--- config.mk ---
export PLATFORM = sky130hd
export DESIGN_NAME = mwo_div
export DESIGN_NICKNAME = d
export VERILOG_FILES = /design/src/hw/rtl/mwo_pkg.sv /design/src/hw/rtl/mwo_div.sv
export SDC_FILE = /design/constraint.sdc
export NUM_CORES = 1
export LEC_CHECK = 0
export BUFFER_PORTS_ARGS = -buffer_cell sky130_fd_sc_hd__buf_2
export CORE_MARGIN = 2
export CORE_UTILIZATION = 55
export DETAILED_ROUTE_END_ITERATION = 7
export PLACE_DENSITY = 0.79
export SYNTH_ARGS = -nofsm -noshare
export SYNTH_HDL_FRONTEND = slang
export SYNTH_SLANG_ARGS = --single-unit
--- constraint.sdc ---
create_clock -name clk_i -period 3.51 [get_ports clk_i]
set_input_delay 0.702 -clock clk_i [delete_from_list [all_inputs] [get_ports clk_i]]
set_output_delay 0.702 -clock clk_i [all_outputs]
set_load 0.02 [all_outputs]
--- src/hw/rtl/mwo_pkg.sv ---
// Shared constants, types and tables for the multi-waveform oscillator.
package mwo_pkg;

  localparam int unsigned SampleBits  = 16;
  localparam int unsigned CordicSteps = 16;
  localparam int unsigned SineShift   = 33 - SampleBits;
  localparam int unsigned StepBits    = 5;
  localparam int unsigned CfgIdxBits  = 3;
  localparam int unsigned CfgDataBits = 24;

  localparam logic [31:0] TurnPerRad = 32'd683565276;
  localparam logic signed [33:0] CordicX0 = 34'sd652032874;

  // Register indexes
  localparam logic [CfgIdxBits-1:0] RegMode    = 3'd0;
  localparam logic [CfgIdxBits-1:0] RegRate    = 3'd1;
  localparam logic [CfgIdxBits-1:0] RegToneFrq = 3'd2;
  localparam logic [CfgIdxBits-1:0] RegLfoAmp  = 3'd3;
  localparam logic [CfgIdxBits-1:0] RegLfoFrq  = 3'd4;
  localparam logic [CfgIdxBits-1:0] RegLfoDly  = 3'd5;

  // Waveform codes
  localparam logic [1:0] ModeSine = 2'd0;
  localparam logic [1:0] ModeFm   = 2'd1;
  localparam logic [1:0] ModeSqr  = 2'd2;
  localparam logic [1:0] ModeSaw  = 2'd3;

  // Arctangent table in 32-bit turns
  function automatic logic [29:0] atan_turn(input logic [StepBits-1:0] k);
    logic [29:0] r;
    unique case (k)
      5'd0:  r = 30'd536870912;
      5'd1:  r = 30'd316933406;
      5'd2:  r = 30'd167458907;
      5'd3:  r = 30'd85004756;
      5'd4:  r = 30'd42667331;
      5'd5:  r = 30'd21354465;
      5'd6:  r = 30'd10679838;
      5'd7:  r = 30'd5340245;
      5'd8:  r = 30'd2670163;
      5'd9:  r = 30'd1335087;
      5'd10: r = 30'd667544;
      5'd11: r = 30'd333772;
      5'd12: r = 30'd166886;
      5'd13: r = 30'd83443;
      5'd14: r = 30'd41722;
      5'd15: r = 30'd20861;
      5'd16: r = 30'd10430;
      5'd17: r = 30'd5215;
      5'd18: r = 30'd2608;
      5'd19: r = 30'd1304;
      5'd20: r = 30'd652;
      5'd21: r = 30'd326;
      5'd22: r = 30'd163;
      5'd23: r = 30'd81;
      default: r = 30'd0;
    endcase
    return r;
  endfunction

  // Divider request and response
  typedef struct packed {
    logic        start;
    logic [57:0] num;
    logic [25:0] den;
  } div_req_t;

  typedef struct packed {
    logic        done;
    logic [31:0] quo;
    logic [25:0] rem;
  } div_rsp_t;

  // CORDIC request and response
  typedef struct packed {
    logic        start;
    logic [31:0] angle;
  } cor_req_t;

  typedef struct packed {
    logic               done;
    logic signed [33:0] sine;
  } cor_rsp_t;

endpackage

--- src/hw/rtl/mwo_div.sv ---
// Restoring divider, one quotient bit per cycle, 32-bit quotient.
module mwo_div
  import mwo_pkg::*;
(
  input  logic     clk_i,
  input  logic     rst_ni,
  input  div_req_t req_i,
  output div_rsp_t rsp_o
);

  logic        busy_q, busy_d;
  logic [5:0]  cnt_q, cnt_d;
  logic [57:0] num_q, num_d;
  logic [25:0] den_q, den_d;
  logic [26:0] rem_q, rem_d;
  logic [31:0] quo_q, quo_d;
  logic        done_q, done_d;
  logic [27:0] trial;
  logic [26:0] shifted;

  // Shift one numerator bit into the partial remainder and try subtract
  always_comb begin
    busy_d  = busy_q;
    cnt_d   = cnt_q;
    num_d   = num_q;
    den_d   = den_q;
    rem_d   = rem_q;
    quo_d   = quo_q;
    done_d  = 1'b0;
    shifted = {rem_q[25:0], num_q[57]};
    trial   = {1'b0, shifted} - {2'b00, den_q};
    if (req_i.start) begin
      busy_d = 1'b1;
      cnt_d  = 6'd0;
      num_d  = req_i.num;
      den_d  = req_i.den;
      // Top 26 bits of the numerator are below the divisor by construction
      rem_d  = {1'b0, req_i.num[57:32]};
      num_d  = {req_i.num[31:0], 26'd0};
      quo_d  = '0;
    end else if (busy_q) begin
      num_d = {num_q[56:0], 1'b0};
      if (!trial[27]) begin
        rem_d = trial[26:0];
        quo_d = {quo_q[30:0], 1'b1};
      end else begin
        rem_d = shifted;
        quo_d = {quo_q[30:0], 1'b0};
      end
      cnt_d = cnt_q + 6'd1;
      if (cnt_q == 6'd31) begin
        busy_d = 1'b0;
        done_d = 1'b1;
      end
    end
  end

  always_ff @(posedge clk_i or negedge rst_ni) begin
    if (!rst_ni) begin
      busy_q <= 1'b0;
      done_q <= 1'b0;
      cnt_q  <= '0;
    end else begin
      busy_q <= busy_d;
      done_q <= done_d;
      cnt_q  <= cnt_d;
    end
  end

  always_ff @(posedge clk_i) begin
    num_q <= num_d;
    den_q <= den_d;
    rem_q <= rem_d;
    quo_q <= quo_d;
  end

  assign rsp_o.done = done_q;
  assign rsp_o.quo  = quo_q;
  assign rsp_o.rem  = rem_q[25:0];

endmodule

Word-level counts from Yosys, hierarchy flattened
Cells that the tools add are included.
- mux-type cells: 14
- equal/unequal tests: 1
- add/subtract/negate cells: 2
- reductions and logical operators: 1
- operators by type and width (cell ; count):
    $mux W58 ; 2
    $mux W26 ; 3
    $sub A27 B26 Y28 ; 1
    $mux W6 ; 2
    $mux W1 ; 7
    $add A6 B1 Y6 const B ; 1
    $eq A6 B5 Y1 const B ; 1
    $reduce_bool A2 Y1 ; 1
- word-level logic and storage cells: 25
- output and inout bits: 59
- input port bits: 87
- flip-flop bits (word level): 124

Logic depth before layout (Yosys ltp)
Gate-level depths: netlist (run 1).
- depth in word-level cells: 4
- depth in mapped cells: 12

Worst setup path before layout (run 1)
Ideal clock, no wire load.
- kind: input-to-reg
- start point: input req_i[84] (netlist name)
- end point: register num_q[26] (enable)
- data arrival time: 2.671 ns
- path slack: 0.427 ns
- library setup time: 0.412 ns
- path buffers: 3
- stages on the path: 5
- cell sequence: clkbuf_1 clkbuf_1 buf_2 nor2_1 inv_1
- cells in the longest elaborated chain, start to end: 1
- ends and longest elaborated chain (item ; line ; source):
    from (decl) ; mwo_div.sv:7 ; input div_req_t req_i,
    $reduce_bool A2 Y1 (no source line) ; -- ;
    to (signal assigned) ; mwo_div.sv:71 ; num_q <= num_d;
    to (decl) ; mwo_div.sv:13 ; logic [57:0] num_q, num_d;
Every way passes these cells.
A chain may end at the register's enable or synchronous reset.

Worst setup path in the final report (run 1)
- start point: register rem_q[5]
- end point: register rem_q[11] (data pin)
- cells in the longest elaborated chain, start to end: 4
- ends and longest elaborated chain (item ; line ; source):
    from (decl) ; mwo_div.sv:15 ; logic [26:0] rem_q, rem_d;
    from (signal assigned) ; mwo_div.sv:73 ; rem_q <= rem_d;
    $sub A27 B26 Y28 ; mwo_div.sv:31 ; trial = {1'b0, shifted} - {2'b00, den_q};
    $mux W26 ; mwo_div.sv:43 ; if (!trial[27]) begin
    $mux W26 ; mwo_div.sv:41 ; end else if (busy_q) begin
    $mux W26 ; mwo_div.sv:32 ; if (req_i.start) begin
    net rem_d[11] ; mwo_div.sv:15 ;
The timed path passes the listed nets, and every way through them passes these cells. The select of a mux whose other input is x is not followed.

==> results of run 1 <==
worst max path at each step:
stage	start	endpoint	slack [ns]	cells after the start
floorplan	req_i[84]	num_q[26]	0.43	5
global placement	rem_q[1]	rem_q[25]	0.52	9
detailed placement	rem_q[5]	rem_q[11]	0.41	10
CTS	rem_q[5]	rem_q[11]	0.39	10
global route	rem_q[1]	rem_q[11]	0.1	10
finish	rem_q[5]	rem_q[11]	0.33	10
cells by family after synthesis:
family / after synthesis / synth area share
AOI/OAI and AO/OA: 152 / 0.1495
DFF: 124 / 0.5220
xor gates and xnor gates: 22 / 0.02991
and+or+nand+nor: 121 / 0.09613
buffers and inverters: 62 / 0.04137
adders and majority gates: 28 / 0.05554
muxes: 64 / 0.1055
cell usage in the layout (no fill, tap or decap), drive strengths merged, types with 4 or more instances in the layout:
master,instances
and2,5
o21ai,31
nor2b,22
a21o,15
o21a,4
buf,152
dfxtp,32
o211ai,4
ha,27
xnor2,11
nor3,5
xor2,11
inv,34
nand2,14
a221o,4
mux2i,33
and3,4
nor2,47
clkbuf,24
edfxtp,84
a31oi,25
clkinv,4
dfrtp,8
a211oi,4
mux2,31
nor4b,5
a21oi,47
per-layer routing:
| layer | share of wire | global-route usage | vias up |
|---|---|---|---|
| met5 | 0 | 0 | - |
| met4 | 0.021 | 0.09512 | 0 |
| met3 | 0.069 | 0.08963 | 27 |
| met2 | 0.50 | 0.4004 | 168 |
| met1 | 0.41 | 0.2815 | 2367 |
| li1 | - | - | 2385 |
cell type report:
class / instances / area (um2) / area share
timing repair buffer: 152 / 793.3 / 0.1014
tap: 143 / 178.9 / 0.02288
clock inverter: 8 / 55.05 / 0.007039
sequential: 124 / 3364 / 0.4302
inverter: 30 / 112.6 / 0.01440
multi-input combinational: 387 / 2813 / 0.3596
clock buffer: 24 / 504.2 / 0.06447
power breakdown:
group          internal (W)  leakage, nW  switching, W
registers           0.00185         1.23      0.000166
clock network       0.00101        0.280      0.000633
logic               0.00102         2.14       0.00150
total               0.00388         3.65       0.00230
worst max-delay path, cell delays in order (launching register included):
cell	delay, ns
edfxtp_1	0.42
ha_1	0.39
a21oi_1	0.23
nand2_1	0.07
o21ai_0	0.36
a211oi_1	0.20
o2111a_1	0.36
o21ai_4	0.37
buf_4	0.25
a21oi_1	0.08
o31ai_1	0.26
sequential cells by signal (all words and copies together) (netlist names):
name,count
done_q,1
quo_q,32
num_q,32
rem_q,26
busy_q,1
den_q,26
cnt_q,6
metrics by stage:
step	total power, W	hold WS, ns
after detailed placement	0.004506	0.4958
after global placement	0.004444	0.4695
after floorplan	0.003890	0.4064
after CTS	0.006171	0.1088
final	0.006176	0.1158
after global routing	0.006538	0.1145
==> results.md, run 1 <==
* Pwr per Cell Area at 789.7 nW/um2
* Unique masters post-synth at 53
* Slew Viols, Final at 0
* Status: complete, no violations
* Initial antenna violation count at 1
* R2r endpoint: rem_q[11]
* DP Area at 7262 um2
* Min-Delay Path Class: in2async
* FF-to-FF setup slack at 0.33 ns
* DRC at 0
* Syn nets at 688
* DIE WIDTH at 112.2 um
* Yosys warns at 0
* Largest fanout on the critical path at 11
* Global-route wire length before repair at 24.06 mm
* Mapped cell area at 6442 um2
* GR Util All Layers at 0.2397
* Worst-path clk slew at 0.06 ns
* Data arrival, critical path at 3.41 ns
* I/O Pins at 146
* Post-detailed-route count of antenna-violating nets at 0
* Setup slack after layout at 0.3251 ns
* DRT Pass-1 Iters at 5
* Core area at 11420 um2
* Setup_tns at 0 ns
* Most common cell in the netlist: edfxtp_1
* Worst r2r path cells at 10
* Max-cap viol count at 0
* Placed cell count at 836
* GRT overflow at 0
* RSZ-0062 raised after global routing: false
* Detailed Place HPWL at 9.926 mm
* Post-Place Worst Slack at 0.4066 ns
* Worst slew margin at 0.4513
* Crit path required time at 3.73 ns
* Final Skew at 0.01130 ns
* Endpoint type of the worst setup path: flip-flop
* CTS root buf: clkbuf_16
* GP Congestion at 0.8942
* Worst reg2reg path startpoint: rem_q[5]
* Clock sink count at 124
* Largest net degree at the start of global routing at 152
* IO buf count at 145
* Register area share after synthesis at 0.5220
* Cts bufs inserted at 17
* Asr flop ratio synth at 0.06452
* P&R area growth vs syn at 21.40%
* CTS tree: built
* Worst VDD drop at 0.6841 mV
* Syn Area/Cell at 11.24 um2
* Vias after detailed routing at 4947
* Final Instance Count excl. Fillers at 868
* Number of synthesized register bits at 124
* Lkg Pwr at 3.647 nW
* Util after Layout at 0.6850
* DR vias/cell at 5.699
* Routed Wire Length at 14.70 mm
* Initial drt markers at 259
* Critical path launch point type: flip-flop
* FMAX at 0.3140 GHz
* Nets at 827
* Max Root-Sink Buffers at 2
* Design Area, Final at 7821 um2
* Mapped Cells at 573
* Slew @ Worst Pin at 0.8221 ns
* Postcts setup bufs at 0
* Wirelength per Cell at 16.93 um
* # setup viols final at 0
* Antenna fix cells at 0
* Initial Util at 0.5642
* Die Footprint at 12600 um2
* H-tree depth at 4
* Prevailing post-synth register cell: edfxtp_1
* Final min period at 3.185 ns
* Endpoints failing hold at 0
* CTS resizes at 0
* Area leader, netlist: edfxtp_1
* FP Rows at 39
* Top cells by area, synth: edfxtp_1 (39%), dfxtp_1 (9.9%), mux2_2 (5.4%)
* Post-synth EDFFs at 84
* Cts hold-fix bufs at 0
* WS Path Type: reg2reg
* Period utilisation layout at 0.9074
* Share of the synthesized area in the top cell type at 0.3915
* Die height at 112.2 um
* Layout cells sized above 1 at 0.3048
* Layout filler cell count at 878
* Clk_lat worst skew at 0.42 ns
* Vias in the first global route at 5124
* Post-synth top cells: edfxtp_1 (84), a21oi_1 (46), nor2_1 (46)
Power figures use the tool's default switching activity.
==> run 2, diff against run 1 <==
PLACE_DENSITY = 0.87   (was 0.79)
==> results.md, run 2 (synthesis gave the netlist of run 1 again) <==
* DRT Pass-1 Iters at 5 (unchanged)
* Hold Slack at 0.1104 ns (was 0.1158 ns)
* Clock sink count at 124 (unchanged)
* CTS resizes at 0 (unchanged)
* Commonest non-fill, non-tap cells in the layout: buf_2 (144), edfxtp_1 (84), a21oi_1 (46), nor2_1 (46), mux2i_1 (33) (unchanged)
* CTS tree: built (unchanged)
* GP Congestion at 0.9369 (was 0.8942)
* Detailed Place HPWL at 10.08 mm (was 9.926 mm)
* Vias after detailed routing at 4944 (was 4947)
* P&R area growth vs syn at 21.17% (was 21.40%)
* Cts bufs inserted at 17 (unchanged)
* Vias in the first global route at 5012 (was 5124)
* Worst VDD drop at 0.6086 mV (was 0.6841 mV)
* RSZ-0062 raised after global routing: false (unchanged)
* H-tree depth at 4 (unchanged)
* R2r endpoint: rem_q[24] (was rem_q[11])
* Setup_tns at 0 ns (unchanged)
* Worst reg2reg path startpoint: num_q[57] (was rem_q[5])
* CTS root buf: clkbuf_16 (unchanged)
* Wirelength per Cell at 16.83 um (was 16.93 um)
* FF-to-FF setup slack at 0.40 ns (was 0.33 ns)
* GR Util All Layers at 0.2368 (was 0.2397)
* Final Instance Count excl. Fillers at 868 (unchanged)
* Largest fanout on the critical path at 4 (was 11)
* Commonest non-fill, non-tap cell in the layout: buf_2 (unchanged)
* I/O Pins at 146 (unchanged)
* Status: complete, no violations (unchanged)
* Worst r2r path cells at 12 (was 10)
* Initial antenna violation count at 3 (was 1)
* Cts hold-fix bufs at 0 (unchanged)
* GRT overflow at 0 (unchanged)
* Largest registers: num_q x32, quo_q x32 (unchanged)
* Final min period at 3.114 ns (was 3.185 ns)
* Critical Path End: rem_q[24] (was rem_q[11])
* Endpoint type of the worst setup path: flip-flop (unchanged)
* Max-cap viol count at 0 (unchanged)
* Initial drt markers at 349 (was 259)
* WS Path Type: reg2reg (unchanged)
* Worst setup path startpoint: num_q[57] (was rem_q[5])
* FP Rows at 39 (unchanged)
* Lkg Pwr at 3.644 nW (was 3.647 nW)
* # setup viols final at 0 (unchanged)
* Layout cells sized above 1 at 0.3094 (was 0.3048)
* Global-route wire length before repair at 23.91 mm (was 24.06 mm)
* Util after Layout at 0.6837 (was 0.6850)
* Slew @ Worst Pin at 0.7310 ns (was 0.8221 ns)
* Endpoints failing hold at 0 (unchanged)
* Largest net degree at the start of global routing at 64 (was 152)
* Final Skew at 0.007347 ns (was 0.01130 ns)
* Data arrival, critical path at 3.29 ns (was 3.41 ns)
* DR vias/cell at 5.696 (was 5.699)
* IO buf count at 145 (unchanged)
* Min-Delay Path Class: in2async (unchanged)
* Worst slew margin at 0.5121 (was 0.4513)
* Slew Viols, Final at 0 (unchanged)
* Worst-path clk slew at 0.06 ns (about the same)
* Die Footprint at 12600 um2 (unchanged)
* Initial Util at 0.5642 (unchanged)
* Placed cell count at 835 (was 836)
* Critical path launch point type: flip-flop (unchanged)
* Post-detailed-route count of antenna-violating nets at 0 (unchanged)
* Core area at 11420 um2 (unchanged)
* Clk_lat worst skew at 0.42 ns (about the same)
* DRC at 0 (unchanged)
* Nets at 826 (was 827)
* Postcts setup bufs at 0 (unchanged)
* Die height at 112.2 um (unchanged)
* DIE WIDTH at 112.2 um (unchanged)
* Period utilisation layout at 0.8873 (was 0.9074)
* FMAX at 0.3211 GHz (was 0.3140 GHz)
* Pwr per Cell Area at 787.2 nW/um2 (was 789.7 nW/um2)
* Max Root-Sink Buffers at 2 (unchanged)
* Routed Wire Length at 14.61 mm (was 14.70 mm)
* Crit path required time at 3.69 ns (was 3.73 ns)
==> run 2: metal layers <==
metal,vias to the layer above,global-route usage,wire (um)
met1,2350,0.2816,6018
met5,-,0,7
met2,184,0.4036,7227
li1,2390,-,-
met4,2,0.07236,177
met3,18,0.08639,1177
==> run 2: worst min-delay path by stage <==
stage,from,endpoint,cells past startpoint
4_1_cts,rst_ni,cnt_q[4],1
2_1_floorplan,rst_ni,busy_q,0
3_5_place_dp,quo_q[31],quo_q[31],2
6_report,rst_ni,cnt_q[4],1
3_3_place_gp,quo_q[31],quo_q[31],2
5_1_grt,rst_ni,cnt_q[3],1
==> run 2: metrics by stage <==
stage                     cell area, um2  worst slack [ns]  power, W
after detailed placement            7254            0.4533  0.004488
after floorplan                     6442            0.4267  0.003890
final                               7806            0.3957  0.006145
after global routing                7806            0.1887  0.006497
after CTS                           7804            0.4254  0.006154
after global placement              7254            0.5261  0.004419
==> run 2: power breakdown <==
part | switching, W | leakage, nW | internal, W
Clock | 0.000716 | 0.279 | 0.000927
Sequential | 0.000171 | 1.23 | 0.00185
Combinational | 0.00147 | 2.13 | 0.00101
Total | 0.00236 | 3.64 | 0.00379
==> run 2: area by class of cell <==
type                            count  area, um2
Fill cell                         869       3612
Sequential cell                   124       3364
Multi-Input combinational cell    387       2813
Timing Repair Buffer              151      785.8
Clock buffer                       17      425.4
Tap cell                          143      178.9
Clock inverter                     15      123.9
Inverter                           30      112.6
Antenna cell                        1      2.502
==> run 2: worst max-delay path, stage by stage (launching register included) <==
cell and delay (ns):
edfxtp_1 0.37, inv_1 0.09, ha_1 0.16, inv_1 0.06
fa_1 0.43, a211oi_1 0.25, o21a_1 0.24, a21oi_1 0.14
o21bai_1 0.31, a21oi_1 0.19, nor4b_1 0.28, a311oi_1 0.08
a211o_1 0.26
